`src/sv/tlvsp_pkg.sv`:
```
// Package for the TLV stream parser: word types, result kinds, status codes.
// Used by tlv_stream_parser_top; depends on nothing else.
package tlvsp_pkg;

  localparam int unsigned MAX_TAG_BYTES = 4;
  localparam int unsigned MAX_LEN_BYTES = 2;

  // Output queue depth; a power of two so that the pointers wrap on their own.
  localparam int unsigned QDEPTH = 4;
  localparam int unsigned QPTR_W = $clog2(QDEPTH);

  localparam logic [1:0] KIND_HEADER = 2'd0;
  localparam logic [1:0] KIND_VALUE  = 2'd1;
  localparam logic [1:0] KIND_DONE   = 2'd2;

  localparam logic [1:0] STATUS_OK        = 2'd0;
  localparam logic [1:0] STATUS_TAG_LONG  = 2'd1;
  localparam logic [1:0] STATUS_BAD_LEN   = 2'd2;
  localparam logic [1:0] STATUS_TRUNCATED = 2'd3;

  localparam logic [7:0] TAG_MORE_MASK = 8'h1F;
  localparam logic [7:0] HIGH_BIT      = 8'h80;
  localparam logic [7:0] LOW_SEVEN     = 8'h7F;

  typedef struct packed {
    logic [7:0] data_byte;
    logic       buffer_end;
  } in_word_t;

  typedef struct packed {
    logic [1:0]  result_kind;
    logic [31:0] tag_value;
    logic [15:0] value_length;
    logic [7:0]  value_byte;
    logic        item_end;
    logic [1:0]  parse_status;
    logic [14:0] item_count;
    logic        last_result;
  } out_word_t;

endpackage

```
`src/sv/tlv_stream_parser_top.sv`:
```
// Top level of the TLV stream parser: byte-wise BER-TLV decode and output queue.
// Depends on tlvsp_pkg.
//
// Channel   Direction  Word        Handshake
// byte      in         in_word_t   byte_valid / byte_stall
// result    out        out_word_t  result_valid / result_stall
//
// One byte is decoded per cycle while byte_stall is low. Each accepted byte
// updates the parser state and writes zero, one or two result words into a
// four-entry output queue. A byte is taken only while the queue has two free
// entries, so a buffer-end byte that also closes a header or carries a value
// byte gives two words, popped one at a time. The rst input is synchronous and
// clears the parser state and the queue. Result-side stalls fill the queue past
// two entries and then raise byte_stall; no word is lost or repeated.
module tlv_stream_parser_top (
  input  logic                 clk,
  input  logic                 rst,
  input  tlvsp_pkg::in_word_t  byte_word,
  input  logic                 byte_valid,
  output logic                 byte_stall,
  output tlvsp_pkg::out_word_t result,
  output logic                 result_valid,
  input  logic                 result_stall
);
  import tlvsp_pkg::*;

  typedef enum logic [2:0] {
    PH_TAG_FIRST,
    PH_TAG_MORE,
    PH_LEN_FIRST,
    PH_LEN_MORE,
    PH_VALUE,
    PH_STOPPED
  } phase_t;

  localparam logic [14:0] COUNT_MAX = '1;

  // Parser state.
  phase_t      phase, phase_next;
  logic [31:0] tag_accum, tag_accum_next;
  logic [2:0]  tag_bytes_seen, tag_bytes_seen_next;
  logic [15:0] length_accum, length_accum_next;
  logic [1:0]  length_bytes_left, length_bytes_left_next;
  logic [15:0] value_bytes_left, value_bytes_left_next;
  logic [14:0] items_parsed, items_parsed_next;
  logic [1:0]  stop_status, stop_status_next;

  // Output queue.
  out_word_t         queue [QDEPTH];
  logic [QPTR_W-1:0] wr_ptr, rd_ptr;
  logic [QPTR_W:0]   count;

  logic        accept, pop;
  out_word_t   item_word, done_word, first_word, second_word;
  logic        has_item;
  logic [1:0]  n_words;
  logic [6:0]  len_count;
  logic [1:0]  done_status;
  logic [15:0] header_len;

  assign byte_stall   = (count > (QPTR_W + 1)'(QDEPTH - 2));
  assign accept       = byte_valid && !byte_stall;
  assign result_valid = (count != '0);
  assign pop          = result_valid && !result_stall;
  assign result       = queue[rd_ptr];

  assign len_count = byte_word.data_byte[6:0] & LOW_SEVEN[6:0];

  always_comb begin
    phase_next             = phase;
    tag_accum_next         = tag_accum;
    tag_bytes_seen_next    = tag_bytes_seen;
    length_accum_next      = length_accum;
    length_bytes_left_next = length_bytes_left;
    value_bytes_left_next  = value_bytes_left;
    items_parsed_next      = items_parsed;
    stop_status_next       = stop_status;
    item_word              = '0;
    has_item               = 1'b0;
    header_len             = '0;

    unique case (phase)
      PH_TAG_FIRST: begin
        tag_accum_next      = {24'd0, byte_word.data_byte};
        tag_bytes_seen_next = 3'd1;
        phase_next = ((byte_word.data_byte & TAG_MORE_MASK) == TAG_MORE_MASK) ?
                     PH_TAG_MORE : PH_LEN_FIRST;
      end
      PH_TAG_MORE: begin
        if (tag_bytes_seen >= 3'(MAX_TAG_BYTES)) begin
          stop_status_next = STATUS_TAG_LONG;
          phase_next       = PH_STOPPED;
        end else begin
          tag_accum_next      = {tag_accum[23:0], byte_word.data_byte};
          tag_bytes_seen_next = tag_bytes_seen + 3'd1;
          if ((byte_word.data_byte & HIGH_BIT) == 8'd0) begin
            phase_next = PH_LEN_FIRST;
          end
        end
      end
      PH_LEN_FIRST: begin
        if ((byte_word.data_byte & HIGH_BIT) == 8'd0) begin
          header_len = {8'd0, byte_word.data_byte};
          has_item   = 1'b1;
        end else if (len_count == 7'd0 || len_count > 7'(MAX_LEN_BYTES)) begin
          stop_status_next = STATUS_BAD_LEN;
          phase_next       = PH_STOPPED;
        end else begin
          length_accum_next      = '0;
          length_bytes_left_next = len_count[1:0];
          phase_next             = PH_LEN_MORE;
        end
      end
      PH_LEN_MORE: begin
        length_accum_next = {length_accum[7:0], byte_word.data_byte};
        if (length_bytes_left > 2'd0) begin
          length_bytes_left_next = length_bytes_left - 2'd1;
        end
        if (length_bytes_left_next == 2'd0) begin
          header_len = length_accum_next;
          has_item   = 1'b1;
        end
      end
      PH_VALUE: begin
        if (value_bytes_left > 16'd0) begin
          value_bytes_left_next = value_bytes_left - 16'd1;
        end
        has_item               = 1'b1;
        item_word.result_kind  = KIND_VALUE;
        item_word.value_byte   = byte_word.data_byte;
        item_word.item_end     = (value_bytes_left_next == 16'd0);
      end
      default: begin
      end
    endcase

    // A header closes the length field; a zero length also ends the item.
    if (has_item && phase != PH_VALUE) begin
      length_accum_next      = header_len;
      item_word.result_kind  = KIND_HEADER;
      item_word.tag_value    = tag_accum_next;
      item_word.value_length = header_len;
      item_word.item_end     = (header_len == 16'd0);
      if (header_len != 16'd0) begin
        value_bytes_left_next = header_len;
        phase_next            = PH_VALUE;
      end
    end

    // Item completion clears the per-item fields and counts the item.
    if (has_item && item_word.item_end) begin
      if (items_parsed != COUNT_MAX) begin
        items_parsed_next = items_parsed + 15'd1;
      end
      tag_accum_next         = '0;
      tag_bytes_seen_next    = '0;
      length_accum_next      = '0;
      length_bytes_left_next = '0;
      value_bytes_left_next  = '0;
      phase_next             = PH_TAG_FIRST;
    end

    // The done report sees the state as this byte leaves it.
    done_status = stop_status_next;
    if (stop_status_next == STATUS_OK && phase_next != PH_TAG_FIRST) begin
      done_status = STATUS_TRUNCATED;
    end
    done_word              = '0;
    done_word.result_kind  = KIND_DONE;
    done_word.parse_status = done_status;
    done_word.item_count   = items_parsed_next;
    done_word.last_result  = 1'b1;

    if (byte_word.buffer_end) begin
      phase_next             = PH_TAG_FIRST;
      tag_accum_next         = '0;
      tag_bytes_seen_next    = '0;
      length_accum_next      = '0;
      length_bytes_left_next = '0;
      value_bytes_left_next  = '0;
      items_parsed_next      = '0;
      stop_status_next       = STATUS_OK;
    end

    item_word.last_result = !byte_word.buffer_end;

    // Order the words of this byte: the item result comes first.
    first_word  = has_item ? item_word : done_word;
    second_word = done_word;
    n_words     = 2'(has_item) + 2'(byte_word.buffer_end);
  end

  always_ff @(posedge clk) begin
    if (rst) begin
      phase             <= PH_TAG_FIRST;
      tag_accum         <= '0;
      tag_bytes_seen    <= '0;
      length_accum      <= '0;
      length_bytes_left <= '0;
      value_bytes_left  <= '0;
      items_parsed      <= '0;
      stop_status       <= STATUS_OK;
    end else if (accept) begin
      phase             <= phase_next;
      tag_accum         <= tag_accum_next;
      tag_bytes_seen    <= tag_bytes_seen_next;
      length_accum      <= length_accum_next;
      length_bytes_left <= length_bytes_left_next;
      value_bytes_left  <= value_bytes_left_next;
      items_parsed      <= items_parsed_next;
      stop_status       <= stop_status_next;
    end
  end

  // Queue payload; the pointers and count below say which entries hold words.
  always_ff @(posedge clk) begin
    if (accept && n_words != 2'd0) begin
      queue[wr_ptr] <= first_word;
    end
    if (accept && n_words == 2'd2) begin
      queue[wr_ptr + QPTR_W'(1)] <= second_word;
    end
  end

  always_ff @(posedge clk) begin
    if (rst) begin
      wr_ptr <= '0;
      rd_ptr <= '0;
      count  <= '0;
    end else begin
      if (accept) begin
        wr_ptr <= wr_ptr + QPTR_W'(n_words);
      end
      if (pop) begin
        rd_ptr <= rd_ptr + QPTR_W'(1);
      end
      count <= count + (accept ? (QPTR_W + 1)'(n_words) : (QPTR_W + 1)'(0))
                     - (pop ? (QPTR_W + 1)'(1) : (QPTR_W + 1)'(0));
    end
  end

endmodule
```
`config.mk`:
```
export PLATFORM = sky130hd
export DESIGN_NAME = tlv_stream_parser_top
export DESIGN_NICKNAME = d
export VERILOG_FILES = /design/src/sv/tlvsp_pkg.sv /design/src/sv/tlv_stream_parser_top.sv
export SDC_FILE = /design/constraint.sdc
export NUM_CORES = 1
export LEC_CHECK = 0
export BUFFER_PORTS_ARGS = -buffer_cell sky130_fd_sc_hd__buf_4
export CORE_MARGIN = 2
export CORE_UTILIZATION = 42
export DETAILED_ROUTE_END_ITERATION = 12
export HOLD_SLACK_MARGIN = 0.12
export PLACE_DENSITY = 0.63
export SKIP_LAST_GASP = 1
export SLEW_MARGIN = 25
export SYNTH_ARGS = -nofsm -noshare
export SYNTH_HDL_FRONTEND = slang
export SYNTH_SLANG_ARGS = --single-unit
export TNS_END_PERCENT = 1
```
`constraint.sdc`:
```
create_clock -name clk -period 4.06 [get_ports clk]
set_clock_uncertainty 0.2 [all_clocks]
set_input_delay 0.609 -clock clk [delete_from_list [all_inputs] [get_ports clk]]
set_output_delay 0.609 -clock clk [all_outputs]
set_load 0.01 [all_outputs]
```
==> out/qor.yml <==
placed_design:
  dp_cells: 2199
  place_area_um2: 18700
  gp_congestion: 0.904
  dp_hpwl_mm: 31.8
  port_buffers: 91
  place_ws_ns: 0.429
critical_path:
  cp-end-kind: "flop"
  cp_cell_sequence: "nor2b_1, o211ai_1, nand2_1, inv_1, ha_1, nor2_1, nand3b_1, nor2_1, o21ai_0, o31ai_1"
  cpMaxStageDelayCell: "nor2_1"
  crit_fanout: 12
  cp_common_cell: "nor2_1"
  cp_top_family: "simple AND/OR/NAND/NOR gates"
  critical_path_required_ns: 4.24
  worstPathArrival_ns: 3.88
  cpPeakStageDelay_ns: 0.79
  crit_buf_inv: 1
  worst-setup-path-type: "reg2reg"
  start_kind: "flop"
clock_tree:
  clock-sinks: 398
  post-cts-setup-buffers: 0
  cts_resized: 0
  cts_buffers: 42
  path_clk_slew_ns: 0.06
  cts_tree: "built"
  cts_root_buf: "clkbuf_16"
  cts_max_level: 2
  holdBufCountCts: 0
  clock_latency_ns: 0.56
  cts_buffer_depth: 3
run:
  cap_violations: 0
yosys:
  yosysUniqueCellTypes: 73
  seq_area_frac_synth: 0.494
  syn_inst: 1685
  postSynthAreaPerCell_um2: 10.4
  synth.yosys.warnings: 0
  synth.net_count: 1710
  ys_dominant_reg_cell: "dfxtp_1"
  synth_edf_count: 68
  postSynth.asyncResetShare: 0
  syn-cell-area_um2: 17500
  synth_seq_cells: 398
detailed_routing:
  drtIter0Drc: 1531
  wirelength_mm: 50.6
  antenna_left: 0
  drc: 0
  first_pass_iters: 5
  dr_total_vias: 14100
  routedWlPerCell_um: 22.2
  vias_per_cell: 6.18
floorplan:
  rows: 74
  io_pins: 92
  die-area_um2: 43300
  die_width_um: 208
  start_util: 0.427
  coreArea_um2: 41000
  die_height_um: 208
pwr:
  vdd_drop_max_v: 0.000288
  power_density_nw_per_um2: 505
  leakagePower_nw: 7.16
global_routing:
  antenna_found_initial: 1
  grt_max_degree: 59
  grt_pass1_vias: 13600
  grt_pass1_wl_mm: 79.4
  overflow: 0
  grtUsageTotal: 0.231
sta:
  drv_slew: 0
  setup_violations: 0
  hold_viol: 0
  holdWs_ns: 0.180
  fmax_ghz: 0.270
  fin_ws_ns: 0.358
  period_share: 0.912
  max_slew_margin: 0.293
  timing.final.crit_period_ns: 3.70
  rsz0062_at_grt: "no"
  tns_ns: 0
  worst_pin_slew_ns: 1.06
finish:
  final_common_cell: "dfxtp_1"
  fin_area_um2: 20100
  finish.net_count: 1736
  final_cells: 2276
  final_cell_mix: "dfxtp_1, nand2_1, a22o_1"
  area_growth_pct: 14.9
  drive_above_1_share: 0.187
  nFillCells: 3710
worst_hold_path:
  hp-class: "in2reg"
status:
  status: "completed"
-- registers in the layout, indices dropped and copies added, names as in the netlist, named ones only --
signal / count
queue: 308
phase: 3
value_bytes_left: 16
items_parsed: 15
count: 3
length_accum: 8
wr_ptr: 2
length_bytes_left: 2
stop_status: 2
tag_bytes_seen: 3
rd_ptr: 2
tag_accum: 32
-- worst reg2reg max path, cell delays in order (launching register included) --
cell	delay (ns)
dfxtp_1	0.58
nor2b_1	0.29
o211ai_1	0.22
nand2_1	0.29
inv_1	0.20
ha_1	0.31
nor2_1	0.17
nand3b_1	0.12
nor2_1	0.79
o21ai_0	0.25
o31ai_1	0.11
-- report_power, final --
| group | total, mW | internal [mW] | switching [mW] |
|---|---|---|---|
| combinational | 1.83 | 0.769 | 1.06 |
| sequential | 4.47 | 4.22 | 0.250 |
| clock | 3.85 | 2.26 | 1.58 |
-- metal layers --
layer / GRT usage / up-vias / wire (um)
li1: - / 6435 / -
met1: 0.324 / 6997 / 22800
met4: 0.0811 / 0 / 1460
met2: 0.364 / 541 / 23100
met5: 0 / - / 0
met3: 0.0340 / 101 / 3270
-- synth_stat cells (all sizes together), types with 20 or more instances --
| master | count | share of area |
|---|---|---|
| a21oi | 94 | 0.027 |
| a22o | 180 | 0.090 |
| a22oi | 28 | 0.012 |
| a32o | 32 | 0.018 |
| buf | 34 | 0.010 |
| clkbuf | 125 | 0.027 |
| dfxtp | 330 | 0.38 |
| edfxtp | 68 | 0.12 |
| inv | 24 | 0.0051 |
| mux4 | 77 | 0.099 |
| nand2 | 183 | 0.040 |
| nand3 | 25 | 0.0074 |
| nor2 | 102 | 0.022 |
| nor3 | 20 | 0.0060 |
| o21ai | 152 | 0.044 |
| o31ai | 30 | 0.014 |
| or3 | 25 | 0.0090 |
-- layout make-up --
class,count,area [um^2],share of cell area
Multi-Input combinational cell,1104,8200,0.408
Sequential cell,398,8660,0.430
Timing Repair Buffer,141,1110,0.0551
Inverter,24,90.1,0.00448
Clock buffer,66,1300,0.0647
Tap cell,532,666,0.0331
Antenna cell,1,2.50,0.000124
Clock inverter,10,91.3,0.00454
-- cell families (layout without fill, tap and decap cells) --
family	count (synthesis)	in the layout	synth area share
and+or+nand+nor	434	434	0.121
xor gates and xnor gates	11	11	0.00550
muxes	82	82	0.102
buffers and inverters	183	241	0.0420
AOI/OAI and AO/OA	565	565	0.227
DFF	398	398	0.494
other	0	1	0
adders and majority gates	12	12	0.00901
-- final timing paths --
check / startpoint / end / slack [ns] / cells past startpoint
worst max-delay path: phase[1] / queue[1][4] / 0.36 / 10
worst min-delay path: byte_word[4] / tag_accum[3] / 0.18 / 2
worst max register to register: phase[1] / queue[1][4] / 0.36 / 10
worst min register to register: queue[0][76] / queue[0][76] / 0.25 / 2
-- through the flow --
step / total power, mW / utilization
2_1_floorplan: 5.65 / -
3_3_place_gp: 6.37 / 0.456
3_5_place_dp: 6.39 / 0.456
4_1_cts: 10.2 / 0.490
5_1_grt: 10.5 / 0.490
6_report: 10.1 / 0.490
Power figures use the tool's default switching activity.
